**src/atcp_pkg.sv**
```systemverilog
// Shared types and constants for the ANSI text console parser.
`timescale 1ns / 1ps

package atcp_pkg;

  // display command codes
  localparam logic [1:0] CMD_DRAW   = 2'd0;
  localparam logic [1:0] CMD_SCROLL = 2'd1;
  localparam logic [1:0] CMD_ERASE  = 2'd2;
  localparam logic [1:0] CMD_CLEAR  = 2'd3;

  // configuration register indexes
  localparam int unsigned CFG_IDX_W  = 2;
  localparam int unsigned CFG_DATA_W = 8;
  localparam logic [CFG_IDX_W-1:0] REG_ENABLED     = 2'd0;
  localparam logic [CFG_IDX_W-1:0] REG_NUM_COLUMNS = 2'd1;
  localparam logic [CFG_IDX_W-1:0] REG_NUM_ROWS    = 2'd2;

  // result packing: command, column, line, glyph, fg_index, bg_index
  localparam int unsigned OUT_W = 40;

  localparam logic [3:0] FG_DEFAULT = 4'd7;
  localparam logic [3:0] FG_GRAY    = 4'd8;
  localparam logic [2:0] BG_DEFAULT = 3'd0;

  typedef enum logic [3:0] {
    OP_NONE,
    OP_CR,
    OP_LF,
    OP_BS,
    OP_DRAW,
    OP_ERASE,
    OP_SCROLL,
    OP_ESC_CLR,
    OP_DIGIT,
    OP_SEMI,
    OP_SGR_STEP,
    OP_CLEAR,
    OP_CUP,
    OP_CUU,
    OP_CUD
  } dp_op_t;

  typedef struct packed {
    logic   load;
    dp_op_t op;
  } dp_cmd_t;

  typedef struct packed {
    logic [7:0] char_code;
    logic       enabled;
    logic       out_free;
    logic       draw_scroll;
    logic       p0_is2;
    logic       sgr_last;
  } dp_stat_t;

endpackage

```
**src/ansi_text_console_parser.sv**
```systemverilog
// ANSI text console parser top level: controller plus datapath.
`timescale 1ns / 1ps
//
// Byte stream in on s_tvalid/s_tready/s_tdata, one character per transaction.
// Display commands out on m_tvalid/m_tready/m_tdata/m_tlast; m_tlast marks the
// final command caused by one input byte (at most two: a draw then a scroll).
// Configuration via cfg_we/cfg_index/cfg_data: 0 enabled, 1 columns, 2 rows.
// One byte is worked on at a time; the next byte is accepted only once the
// last is done, and an SGR final also walks the stored parameters through
// the datapath in turn. The first command is registered from the execute
// state; an erase goes through the erase state and a clear through the
// final-byte state first. A stalled receiver holds the output register; the
// block waits when it has a new command to place there and on a line feed.
// Reset (synchronous, rst high) restores the register defaults, homes the
// cursor, sets white on black and leaves the output empty; s_tready is high
// directly after reset.
//
module ansi_text_console_parser #(
  parameter int unsigned MAX_PARAMS = 8
) (
  input  logic                            clk,
  input  logic                            rst,
  input  logic                            s_tvalid,
  output logic                            s_tready,
  input  logic [7:0]                      s_tdata,   // char_byte[7:0]
  output logic                            m_tvalid,
  input  logic                            m_tready,
  // command[1:0], column[9:2], line[17:10], glyph[25:18], fg_index[29:26],
  // bg_index[32:30], zero[39:33]
  output logic [atcp_pkg::OUT_W-1:0]      m_tdata,
  output logic                            m_tlast,
  input  logic                            cfg_we,
  input  logic [atcp_pkg::CFG_IDX_W-1:0]  cfg_index,
  input  logic [atcp_pkg::CFG_DATA_W-1:0] cfg_data
);
  import atcp_pkg::*;

  dp_cmd_t  cmd;
  dp_stat_t stat;

  atcp_ctrl u_ctrl (
    .clk      (clk),
    .rst      (rst),
    .s_tvalid (s_tvalid),
    .s_tready (s_tready),
    .stat     (stat),
    .cmd      (cmd)
  );

  atcp_dp #(
    .MAX_PARAMS (MAX_PARAMS)
  ) u_dp (
    .clk       (clk),
    .rst       (rst),
    .s_tdata   (s_tdata),
    .cfg_we    (cfg_we),
    .cfg_index (cfg_index),
    .cfg_data  (cfg_data),
    .cmd       (cmd),
    .stat      (stat),
    .m_tvalid  (m_tvalid),
    .m_tready  (m_tready),
    .m_tdata   (m_tdata),
    .m_tlast   (m_tlast)
  );

endmodule

```
**src/atcp_ctrl.sv**
```systemverilog
// Controller: escape-parser state and per-byte operation sequencing.
`timescale 1ns / 1ps

module atcp_ctrl (
  input  logic               clk,
  input  logic               rst,
  input  logic               s_tvalid,
  output logic               s_tready,
  input  atcp_pkg::dp_stat_t stat,
  output atcp_pkg::dp_cmd_t  cmd
);
  import atcp_pkg::*;

  localparam logic [7:0] CH_BS    = 8'h08;
  localparam logic [7:0] CH_LF    = 8'h0A;
  localparam logic [7:0] CH_CR    = 8'h0D;
  localparam logic [7:0] CH_ESC   = 8'h1B;
  localparam logic [7:0] CH_SPACE = 8'h20;
  localparam logic [7:0] CH_DEL   = 8'h7F;
  localparam logic [7:0] CH_SEMI  = 8'h3B;
  localparam logic [7:0] CH_ZERO  = 8'h30;
  localparam logic [7:0] CH_NINE  = 8'h39;
  localparam logic [7:0] CH_LBR   = 8'h5B;
  localparam logic [7:0] CH_SGR   = 8'h6D;
  localparam logic [7:0] CH_ED    = 8'h4A;
  localparam logic [7:0] CH_CUP   = 8'h48;
  localparam logic [7:0] CH_HVP   = 8'h66;
  localparam logic [7:0] CH_CUU   = 8'h41;
  localparam logic [7:0] CH_CUD   = 8'h42;

  typedef enum logic [2:0] {
    C_IDLE,
    C_EXEC,
    C_FINAL,
    C_SGR,
    C_ERASE,
    C_SCROLL
  } state_t;

  typedef enum logic [1:0] {
    P_NORMAL,
    P_ESC,
    P_SEQ
  } parse_t;

  state_t     state, state_next;
  parse_t     parse, parse_next;
  logic [7:0] ch;

  assign ch = stat.char_code;

  always_comb begin
    state_next = state;
    parse_next = parse;
    cmd.load   = 1'b0;
    cmd.op     = OP_NONE;
    unique case (state)
      C_IDLE: begin
        if (s_tvalid) begin
          cmd.load   = 1'b1;
          state_next = C_EXEC;
        end
      end
      C_EXEC: begin
        if (!stat.enabled) begin
          state_next = C_IDLE;
        end else begin
          unique case (parse)
            P_NORMAL: begin
              priority if (ch == CH_ESC) begin
                parse_next = P_ESC;
                state_next = C_IDLE;
              end else if (ch == CH_CR) begin
                cmd.op     = OP_CR;
                state_next = C_IDLE;
              end else if (ch == CH_LF) begin
                if (stat.out_free) begin
                  cmd.op     = OP_LF;
                  state_next = C_IDLE;
                end
              end else if (ch == CH_BS || ch == CH_DEL) begin
                cmd.op     = OP_BS;
                state_next = C_ERASE;
              end else if (ch >= CH_SPACE && ch < CH_DEL) begin
                if (stat.out_free) begin
                  cmd.op     = OP_DRAW;
                  state_next = stat.draw_scroll ? C_SCROLL : C_IDLE;
                end
              end else begin
                state_next = C_IDLE;
              end
            end
            P_ESC: begin
              if (ch == CH_LBR) begin
                cmd.op     = OP_ESC_CLR;
                parse_next = P_SEQ;
              end else begin
                parse_next = P_NORMAL;
              end
              state_next = C_IDLE;
            end
            P_SEQ: begin
              priority if (ch >= CH_ZERO && ch <= CH_NINE) begin
                cmd.op     = OP_DIGIT;
                state_next = C_IDLE;
              end else if (ch == CH_SEMI) begin
                cmd.op     = OP_SEMI;
                state_next = C_IDLE;
              end else begin
                // final byte: store the pending parameter first
                cmd.op     = OP_SEMI;
                parse_next = P_NORMAL;
                state_next = C_FINAL;
              end
            end
            default: begin
              parse_next = P_NORMAL;
              state_next = C_IDLE;
            end
          endcase
        end
      end
      C_FINAL: begin
        priority if (ch == CH_SGR) begin
          state_next = C_SGR;
        end else if (ch == CH_ED) begin
          if (!stat.p0_is2) begin
            state_next = C_IDLE;
          end else if (stat.out_free) begin
            cmd.op     = OP_CLEAR;
            state_next = C_IDLE;
          end
        end else if (ch == CH_CUP || ch == CH_HVP) begin
          cmd.op     = OP_CUP;
          state_next = C_IDLE;
        end else if (ch == CH_CUU) begin
          cmd.op     = OP_CUU;
          state_next = C_IDLE;
        end else if (ch == CH_CUD) begin
          cmd.op     = OP_CUD;
          state_next = C_IDLE;
        end else begin
          state_next = C_IDLE;
        end
      end
      C_SGR: begin
        cmd.op = OP_SGR_STEP;
        if (stat.sgr_last) begin
          state_next = C_IDLE;
        end
      end
      C_ERASE: begin
        if (stat.out_free) begin
          cmd.op     = OP_ERASE;
          state_next = C_IDLE;
        end
      end
      C_SCROLL: begin
        if (stat.out_free) begin
          cmd.op     = OP_SCROLL;
          state_next = C_IDLE;
        end
      end
      default: begin
        state_next = C_IDLE;
      end
    endcase
  end

  always_ff @(posedge clk) begin
    if (rst) begin
      state    <= C_IDLE;
      parse    <= P_NORMAL;
      s_tready <= 1'b1;
    end else begin
      state    <= state_next;
      parse    <= parse_next;
      s_tready <= (state_next == C_IDLE);
    end
  end

endmodule

```
**src/atcp_dp.sv**
```systemverilog
// Datapath: config, parameters, cursor, colors and the result register.
`timescale 1ns / 1ps

module atcp_dp #(
  parameter int unsigned MAX_PARAMS = 8
) (
  input  logic                                clk,
  input  logic                                rst,
  input  logic [7:0]                          s_tdata,
  input  logic                                cfg_we,
  input  logic [atcp_pkg::CFG_IDX_W-1:0]      cfg_index,
  input  logic [atcp_pkg::CFG_DATA_W-1:0]     cfg_data,
  input  atcp_pkg::dp_cmd_t                   cmd,
  output atcp_pkg::dp_stat_t                  stat,
  output logic                                m_tvalid,
  input  logic                                m_tready,
  output logic [atcp_pkg::OUT_W-1:0]          m_tdata,
  output logic                                m_tlast
);
  import atcp_pkg::*;

  localparam int unsigned CW     = $clog2(MAX_PARAMS + 1);
  localparam int unsigned IW     = (MAX_PARAMS > 1) ? $clog2(MAX_PARAMS) : 1;
  localparam bit          HAS_P1 = (MAX_PARAMS >= 2);
  localparam int unsigned P1_IDX = HAS_P1 ? 1 : 0;

  logic          enabled;
  logic [7:0]    num_columns;
  logic [7:0]    num_rows;
  logic [7:0]    char_reg;
  logic [15:0]   param_values [MAX_PARAMS];
  logic [CW-1:0] param_count;
  logic [15:0]   current_param;
  logic [IW-1:0] sgr_idx;
  logic [7:0]    cursor_column;
  logic [7:0]    cursor_line;
  logic [3:0]    foreground;
  logic [2:0]    background;

  logic [7:0]  cols_m1, rows_m1;
  logic [8:0]  col_inc, line_inc;
  logic        wrap, line_over;
  logic [7:0]  line_nl;
  logic [15:0] p0, p1, sgr_p;
  logic [19:0] digit_sum;
  logic [15:0] digit_sat;
  logic        can_store;
  logic [15:0] row16, col16, n16;
  logic [7:0]  cup_row, cup_col, up_line, down_line;
  logic [16:0] down_sum;

  logic        emit, emit_last;
  logic [1:0]  emit_cmd;
  logic [7:0]  emit_col, emit_line, emit_glyph;

  assign cols_m1   = (num_columns == 8'd0) ? 8'd0 : num_columns - 8'd1;
  assign rows_m1   = (num_rows == 8'd0) ? 8'd0 : num_rows - 8'd1;
  assign col_inc   = {1'b0, cursor_column} + 9'd1;
  assign line_inc  = {1'b0, cursor_line} + 9'd1;
  assign wrap      = col_inc > {1'b0, cols_m1};
  assign line_over = line_inc > {1'b0, rows_m1};
  assign line_nl   = line_over ? rows_m1 : line_inc[7:0];

  assign p0    = param_values[0];
  assign p1    = param_values[P1_IDX];
  assign sgr_p = param_values[sgr_idx];

  // current_param * 10 + digit, saturating
  assign digit_sum = {1'b0, current_param, 3'b000} + {3'b000, current_param, 1'b0}
                   + {16'd0, char_reg[3:0]};
  assign digit_sat = (digit_sum > 20'd65535) ? 16'hFFFF : digit_sum[15:0];
  assign can_store = param_count < CW'(MAX_PARAMS);

  assign row16   = (p0 == 16'd0) ? 16'd0 : p0 - 16'd1;
  assign col16   = (HAS_P1 && param_count >= CW'(2) && p1 != 16'd0) ? p1 - 16'd1 : 16'd0;
  assign cup_row = (row16 > {8'd0, rows_m1}) ? rows_m1 : row16[7:0];
  assign cup_col = (col16 > {8'd0, cols_m1}) ? cols_m1 : col16[7:0];

  assign n16       = (p0 == 16'd0) ? 16'd1 : p0;
  assign up_line   = (n16 >= {8'd0, cursor_line}) ? 8'd0 : cursor_line - n16[7:0];
  assign down_sum  = {1'b0, n16} + {9'd0, cursor_line};
  assign down_line = (down_sum > {9'd0, rows_m1}) ? rows_m1 : down_sum[7:0];

  assign stat.char_code   = char_reg;
  assign stat.enabled     = enabled;
  assign stat.out_free    = !m_tvalid || m_tready;
  assign stat.draw_scroll = wrap && line_over;
  assign stat.p0_is2      = (p0 == 16'd2);
  assign stat.sgr_last    = (CW'(sgr_idx) + CW'(1)) >= param_count;

  always_comb begin
    emit       = 1'b0;
    emit_cmd   = CMD_SCROLL;
    emit_col   = 8'd0;
    emit_line  = 8'd0;
    emit_glyph = 8'd0;
    emit_last  = 1'b1;
    unique case (cmd.op)
      OP_LF: begin
        emit = line_over;
      end
      OP_DRAW: begin
        emit       = 1'b1;
        emit_cmd   = CMD_DRAW;
        emit_col   = cursor_column;
        emit_line  = cursor_line;
        emit_glyph = char_reg;
        emit_last  = !(wrap && line_over);
      end
      OP_ERASE: begin
        emit      = 1'b1;
        emit_cmd  = CMD_ERASE;
        emit_col  = cursor_column;
        emit_line = cursor_line;
      end
      OP_SCROLL: begin
        emit = 1'b1;
      end
      OP_CLEAR: begin
        emit     = 1'b1;
        emit_cmd = CMD_CLEAR;
      end
      default: begin
        emit = 1'b0;
      end
    endcase
  end

  always_ff @(posedge clk) begin
    if (rst) begin
      enabled       <= 1'b1;
      num_columns   <= 8'd80;
      num_rows      <= 8'd25;
      param_count   <= '0;
      current_param <= 16'd0;
      sgr_idx       <= '0;
      cursor_column <= 8'd0;
      cursor_line   <= 8'd0;
      foreground    <= FG_DEFAULT;
      background    <= BG_DEFAULT;
      m_tvalid      <= 1'b0;
      for (int i = 0; i < MAX_PARAMS; i++) begin
        param_values[i] <= 16'd0;
      end
    end else begin
      if (cfg_we) begin
        case (cfg_index)
          REG_ENABLED:     enabled     <= cfg_data[0];
          REG_NUM_COLUMNS: num_columns <= cfg_data;
          REG_NUM_ROWS:    num_rows    <= cfg_data;
          default: ;
        endcase
      end

      if (emit) begin
        m_tvalid <= 1'b1;
      end else if (m_tready) begin
        m_tvalid <= 1'b0;
      end

      unique case (cmd.op)
        OP_CR: begin
          cursor_column <= 8'd0;
        end
        OP_LF: begin
          cursor_column <= 8'd0;
          cursor_line   <= line_nl;
        end
        OP_BS: begin
          if (cursor_column != 8'd0) begin
            cursor_column <= cursor_column - 8'd1;
          end else if (cursor_line != 8'd0) begin
            cursor_line   <= cursor_line - 8'd1;
            cursor_column <= cols_m1;
          end
        end
        OP_DRAW: begin
          if (wrap) begin
            cursor_column <= 8'd0;
            cursor_line   <= line_nl;
          end else begin
            cursor_column <= col_inc[7:0];
          end
        end
        OP_ESC_CLR: begin
          param_count   <= '0;
          current_param <= 16'd0;
          sgr_idx       <= '0;
          for (int i = 0; i < MAX_PARAMS; i++) begin
            param_values[i] <= 16'd0;
          end
        end
        OP_DIGIT: begin
          current_param <= digit_sat;
        end
        OP_SEMI: begin
          if (can_store) begin
            param_values[param_count[IW-1:0]] <= current_param;
            param_count <= param_count + CW'(1);
          end
          current_param <= 16'd0;
        end
        OP_SGR_STEP: begin
          sgr_idx <= IW'(sgr_idx + 1'b1);
          priority if (sgr_p == 16'd0) begin
            foreground <= FG_DEFAULT;
            background <= BG_DEFAULT;
          end else if (sgr_p >= 16'd30 && sgr_p <= 16'd37) begin
            foreground <= 4'(sgr_p - 16'd30);
          end else if (sgr_p >= 16'd40 && sgr_p <= 16'd47) begin
            background <= 3'(sgr_p - 16'd40);
          end else if (sgr_p == 16'd90) begin
            foreground <= FG_GRAY;
          end else if (sgr_p == 16'd97) begin
            foreground <= FG_DEFAULT;
          end
        end
        OP_CLEAR: begin
          cursor_column <= 8'd0;
          cursor_line   <= 8'd0;
        end
        OP_CUP: begin
          cursor_column <= cup_col;
          cursor_line   <= cup_row;
        end
        OP_CUU: begin
          cursor_line <= up_line;
        end
        OP_CUD: begin
          cursor_line <= down_line;
        end
        default: ;
      endcase
    end
  end

  always_ff @(posedge clk) begin
    if (cmd.load) begin
      char_reg <= s_tdata;
    end
    if (emit) begin
      m_tdata <= {7'd0, background, foreground, emit_glyph, emit_line, emit_col, emit_cmd};
      m_tlast <= emit_last;
    end
  end

endmodule

```
**config.mk**
```make
export PLATFORM = sky130hd
export DESIGN_NAME = ansi_text_console_parser
export DESIGN_NICKNAME = d
export VERILOG_FILES = /design/src/atcp_pkg.sv /design/src/ansi_text_console_parser.sv /design/src/atcp_ctrl.sv /design/src/atcp_dp.sv
export SDC_FILE = /design/constraint.sdc
export NUM_CORES = 1
export LEC_CHECK = 0
export CAP_MARGIN = 20
export CORE_MARGIN = 4
export CORE_UTILIZATION = 60
export CTS_CLUSTER_SIZE = 25
export DETAILED_ROUTE_END_ITERATION = 7
export DONT_BUFFER_PORTS = 1
export PLACE_DENSITY = 0.85
export SLEW_MARGIN = 0
export SYNTH_ARGS = -nofsm -noshare
export SYNTH_HDL_FRONTEND = slang
export SYNTH_SLANG_ARGS = --single-unit
```
**constraint.sdc**
```tcl
create_clock -name clk -period 13.34 [get_ports clk]
set_input_delay 0 -clock clk [delete_from_list [all_inputs] [get_ports clk]]
set_output_delay 0 -clock clk [all_outputs]
set_load 0.01 [all_outputs]
```
; Yosys cells after proc, flatten, opt, wreduce, memory -nomap -nowiden
; Memory sizes are Yosys's and may differ from the RTL's. A register that Yosys moved wholly into a read port is not among the register bits.
; Cells that the tools add are included.
[totals]
ff_bits = 112
out_inout_bits = 43
mem_bits_rw = 128
mem_count = 1
inputBits = 23
word_cells = 260
[op_classes]
n_lt_le_gt_ge = 18
n_reduce_logical = 45
add_sub_neg = 17
muxes = 103
eq_ne = 49
n_bitwise = 8
[memory_table]
columns = name, depth, width, read_ports, rd_clocked_by_memory_dff, write_ports, line_no
row1 = u_dp.param_values, 8, 16, 3, 1, 8, atcp_dp.sv:31  ; logic [15:0] param_values [MAX_PARAMS];
[op_table]
columns = op, count
row1 = $mux 16, 13
row2 = $mux 8, 13
row3 = $mux 4, 19
row4 = $mux 3, 25
row5 = $eq 8x7->1 const B, 8
row6 = $pmux 8 s7, 1
row7 = $eq 16x7->1 const B, 2
row8 = $gt 16x8->1, 2
row9 = $le 16x6->1 const B, 2
row10 = $logic_not 16->1, 2
row11 = $pmux 16 s2, 1
row12 = $pmux 8 s4, 1
row13 = $sub 16x1->16 const B, 2
row14 = $sub 8x1->8 const B, 4
row15 = $eq 4x4->1 const B, 7
row16 = $eq 8x4->1 const B, 3
row17 = $add 19x17->20, 1
row18 = $add 20x4->20, 1
row19 = $gt 20x16->1 const B, 1
row20 = $pmux 4 s5, 1
row21 = $add 8x1->9 const B, 2
row22 = $gt 9x8->1, 2
row23 = $add 16x8->17, 1
row24 = $gt 17x8->1, 1
row25 = 57 further kinds, 125

; Logic depth before layout (Yosys ltp)
[depth]
word_depth = 17
mapped_depth = 23
depth_no_buf = 23

; Modules after synthesis
; A second synthesis with hierarchy kept.
[hier_totals]
hier_cells = 1593
hier_area_um2 = 15732.6
[modules_own_cells]
columns = mod, cells_each, instances, area_each_um2
row1 = atcp_dp, 1471, 1, 14854.2
row2 = atcp_ctrl, 122, 1, 878.3

; Worst setup path after synthesis
; Ideal clock, no wire load.
[synth_path]
kind = flip-flop to flip-flop
from = register u_dp.cursor_line[2]
to = register u_dp.m_tdata[0] in the netlist's numbering (enable)
path_stages_with_launch = 15
required_ns = 12.865
setup_time_ns = 0.475
path_slack_ns = 7.580
t_arrival_ns = 5.285
path_cell_list = dfxtp_1 > clkbuf_1 > clkinv_1 > nor4_1 > nand4_1 > xnor2_1 > ha_1 > nand2_1 > nor3_1 > nor2_1 > a31oi_1 > and2_1 > clkbuf_1 > o22a_1 > o21ai_0
[synth_between]
elab_chain_len = 3
[synth_rtl]
columns = item, line_no
row1 = "start, declared", atcp_dp.sv:36  ; logic [7:0] cursor_line;
row2 = "start signal, assigned", atcp_dp.sv:167  ; cursor_line <= line_nl;
row3 = "start signal, assigned", atcp_dp.sv:173  ; cursor_line <= cursor_line - 8'd1;
row4 = "start signal, assigned", atcp_dp.sv:180  ; cursor_line <= line_nl;
row5 = $add 8x1->9, atcp_dp.sv:59  ; assign line_inc = {1'b0, cursor_line} + 9'd1;
row6 = $gt 9x8->1, atcp_dp.sv:61  ; assign line_over = line_inc > {1'b0, rows_m1};
row7 = $pmux 1 s2, atcp_dp.sv:98  ; unique case (cmd.op)
row8 = named net u_dp.emit, atcp_dp.sv:52  ; logic emit, emit_last;
row9 = "end signal, assigned", atcp_dp.sv:242  ; m_tdata <= {7'd0, background, foreground, emit_glyph, emit_line, emit_col, emit_cmd};
row10 = "end, declared", atcp_dp.sv:17  ; output logic [atcp_pkg::OUT_W-1:0] m_tdata,
; The timed path passes the listed nets, and every way through them passes these cells.
; A chain may end at the register's enable or synchronous reset.

==> results.cfg <==
[drt]
first_iter_violations = 1402
vias = 12500
routed_wl_um = 42800
detail-route-antenna-nets = 0
dr.pass1.iters = 5
vias_per_cell = 6.46
wl_per_cell_um = 22.1
drc = 0

[final_layout]
layout.nets = 1723
top_register = u_dp.param_values
drive_gt1_share_pct = 8.63
ff_latch_area_um2 = 6570
multiInputGateArea_um2 = 8660
reg.largest.list = u_dp.param_values (128), u_dp.m_tdata (33), u_dp.current_param (16)
diodes = 0
final_cells = 1934
fillerInstances = 1983
areaGrowthSynthToFinish_pct = 8.25
final_area_um2 = 17100
fin_util_pct = 65.8
largest_reg_flops = 128

[floorplanning]
core-area_um2 = 26000
die_area_um2 = 29000
fp.dieW_um = 170
fp.dieH_um = 170
ios = 66
rows = 59
initial_utilization_pct = 60.8

[run_status]
outcome = finished clean

[power_and_ir_drop]
leakagePower_nw = 6.91
combPwrFrac_pct = 8.8
seqPwrFrac_pct = 50.2
ir_drop_v = 0.000120
power_frac_clock_pct = 41.0
sw_frac_of_total_pct = 24.3
switching_power_mw = 0.412
internal_power_mw = 1.28
powerDensity_nw_per_um2 = 98.9
power_mw = 1.69

[critical_path]
cp.required_ps = 13750
reg2reg_from = u_dp.param_values[0][4]$_SDFFCE_PN0P_
path_max_fanout = 7
reg2reg_depth = 21
cp.arrival_ps = 6590
cp-end-kind = register
ff2ff_setup_slack_ps = 7160
cp-start-kind = register
r2r-end = u_dp.cursor_line[2]$_SDFFE_PP0P_
path_class = register to register

[placed_design]
portBuffers = 0
place_inst = 1861
gp_congestion = 1.00
place_hpwl_um = 30800
placed_area_um2 = 16000

[grt]
grt_overflow_total = 0
grt_max_degree = 51
grt_pass1_wl_um = 66900
grt_use_total_pct = 29.0
antenna_found_initial = 0
grt_pass1_vias = 12000

[timing]
fin_crit_ps = 6180
finalHoldViolations = 0
slew_headroom_pct = 28.8
max_freq_ghz = 0.162
finalSetupTns_ps = 0
min_period_over_period_pct = 46.3
final-max-slew-violation-count = 0
tightest_slew_ps = 1070
fin_worst_skew_ps = 24.2
rsz0062_at_grt = false
setup_violations = 0

[clock_network]
ctsRootBufferMaster = clkbuf_16
h-tree-depth = 1
cts_buffer_depth = 3
cts_tree = built
clk_latency_ps = 550
numCtsBuffers = 26
clkTransAtPathRegs_ps = 70
numClockSinks = 243

[logic_synthesis]
synthAdderAreaFrac_pct = 9.77
muxShareOfSynthArea_pct = 5.52
synthFlopType = edfxtp_1
synth_simple_gate_area_share_pct = 21.8
synth_cells = 1582
yosys.cell_types.count = 103
ys_seq_area_share_pct = 41.6
ys_seq_elements = 243
async_flop_share_pct = 0
ys_warn_count = 0
synth-xor-area-share_pct = 3.77
synth_edf_count = 170
synth_area_um2 = 15800
synth_top_family_by_area = simple AND/OR/NAND/NOR gates
synth_compound_area_share_pct = 13.6
synth.avg_cell_area_um2 = 9.99

[min_path]
hold_end = u_dp.param_values[3][0]$_SDFFCE_PN0P_
holdPathStages = 3
min_path_type = input port to register
hold_start = rst

[job]
maxCapViolCount = 0
-- stage by stage --
step                setup slack [ps]  hold slack [ps]
floorplan                       7580             98.9
detailed placement              7410             82.5
CTS                             7340             22.1
finish                          7160             48.2
global placement                7440             79.7
global route                    6710             77.2
-- cell usage after synthesis (12+ instances only) --
cell type  instances  area, um2
edfxtp_1         170       5100
nand3_1           30        150
clkbuf_1          47        176
mux2_2            14        158
a211oi_1          23        173
a21o_1            17        128
and3_1            38        238
nand4_1           19        119
nor3_1            48        240
xor2_1            22        193
inv_1             68        255
a21oi_1           52        260
nand2b_1          23        144
nor2_1           143        537
dfxtp_1           73       1460
xnor2_1           46        403
nand2_1           96        360
ha_1             117       1460
a31oi_1           12       75.1
nor2b_1           16        100
nor4_1            23        144
and2_1           126        788
mux4_2            14        315
mux2i_1           35        350
o21ai_0           71        355
buf_4             13       97.6
-- cells in the final DEF, fill, tap and decap left out, types with 27 or more instances in the layout --
cell type,n
a21oi_1,52
edfxtp_1,170
and2_1,126
dfxtp_1,73
mux2i_1,35
and3_1,38
nor2_1,143
nor3_1,48
inv_1,68
nand2_1,96
nand3_1,30
xnor2_1,46
ha_1,117
clkbuf_16,27
o21ai_0,67
-- metal layers --
metal | wire length [um] | GRT usage (%)
met5 | 0 | 0
met1 | 17500 | 38.4
met4 | 1720 | 10.9
met2 | 20500 | 48.5
met3 | 3110 | 4.37
-- logic make-up (layout without fill, tap and decap cells) --
family	count (synthesis)	count (layout)
DFF	243	243
AOI/OAI and AO/OA	298	298
buffers and inverters	149	159
and+or+nand+nor	636	636
adders and majority gates	121	121
other	1	8
xor gates and xnor gates	68	68
muxes	66	66
-- cell type report --
cell class	instances	area share [%]
flip-flops and latches	243	38.4
inverters	73	1.60
multi-input cells	1197	50.6
clock inverters	7	0.307
clock buffers	41	4.49
repair buffers	38	2.12
well taps	335	2.45
-- how the worst max path moves through the flow --
stage	from	to	slack (ps)	depth (start not counted)
final	u_dp.param_values[0][4]$_SDFFCE_PN0P_	u_dp.cursor_line[2]$_SDFFE_PP0P_	7160	21
after global routing	u_dp.param_values[0][4]$_SDFFCE_PN0P_	u_dp.cursor_line[2]$_SDFFE_PP0P_	6710	21
after CTS	u_dp.param_values[0][4]$_SDFFCE_PN0P_	u_dp.cursor_line[2]$_SDFFE_PP0P_	7340	21
after detailed placement	u_dp.param_values[0][3]$_SDFFCE_PN0P_	u_dp.cursor_line[2]$_SDFFE_PP0P_	7410	21
after global placement	u_dp.param_values[0][3]$_SDFFCE_PN0P_	u_dp.cursor_line[2]$_SDFFE_PP0P_	7440	21
after floorplan	u_dp.cursor_line[2]$_SDFFE_PP0P_	u_dp.m_tdata[0]$_DFFE_PP_	7580	14
-- power by group through the flow --
stage / registers, mW / clock network (mW) / logic, mW
3_3_place_gp: 0.863 / 0 / 0.132
6_report: 0.849 / 0.694 / 0.149
3_5_place_dp: 0.864 / 0 / 0.135
5_1_grt: 0.851 / 0.731 / 0.163
4_1_cts: 0.848 / 0.699 / 0.146
2_1_floorplan: 0.853 / 0 / 0.112
-- critical path: stages (launching register included) --
cell and delay (ps):
edfxtp_1 490, nor3_2 500, nand4_1 250, o21ai_0 480, inv_1 190, ha_1 350
nor2_1 70, a221oi_2 380, o221ai_1 280, nor2_1 150, o21bai_1 80, xnor2_1 170
ha_1 210, nor4_1 280, o21ai_0 120, a21oi_1 140, o31ai_1 100, a211oi_1 480
nand3_1 470, mux2_2 410, a2111oi_2 350, a211oi_1 80
-- what timing repair did --
action	4_1_cts	5_1_grt
buffers inserted	0	0
resized for setup	0	0
endpoints found under the setup margin	0	0
hold buffers	24	0
endpoints found under the hold margin	125	0
(Power assumes the default switching activity.)
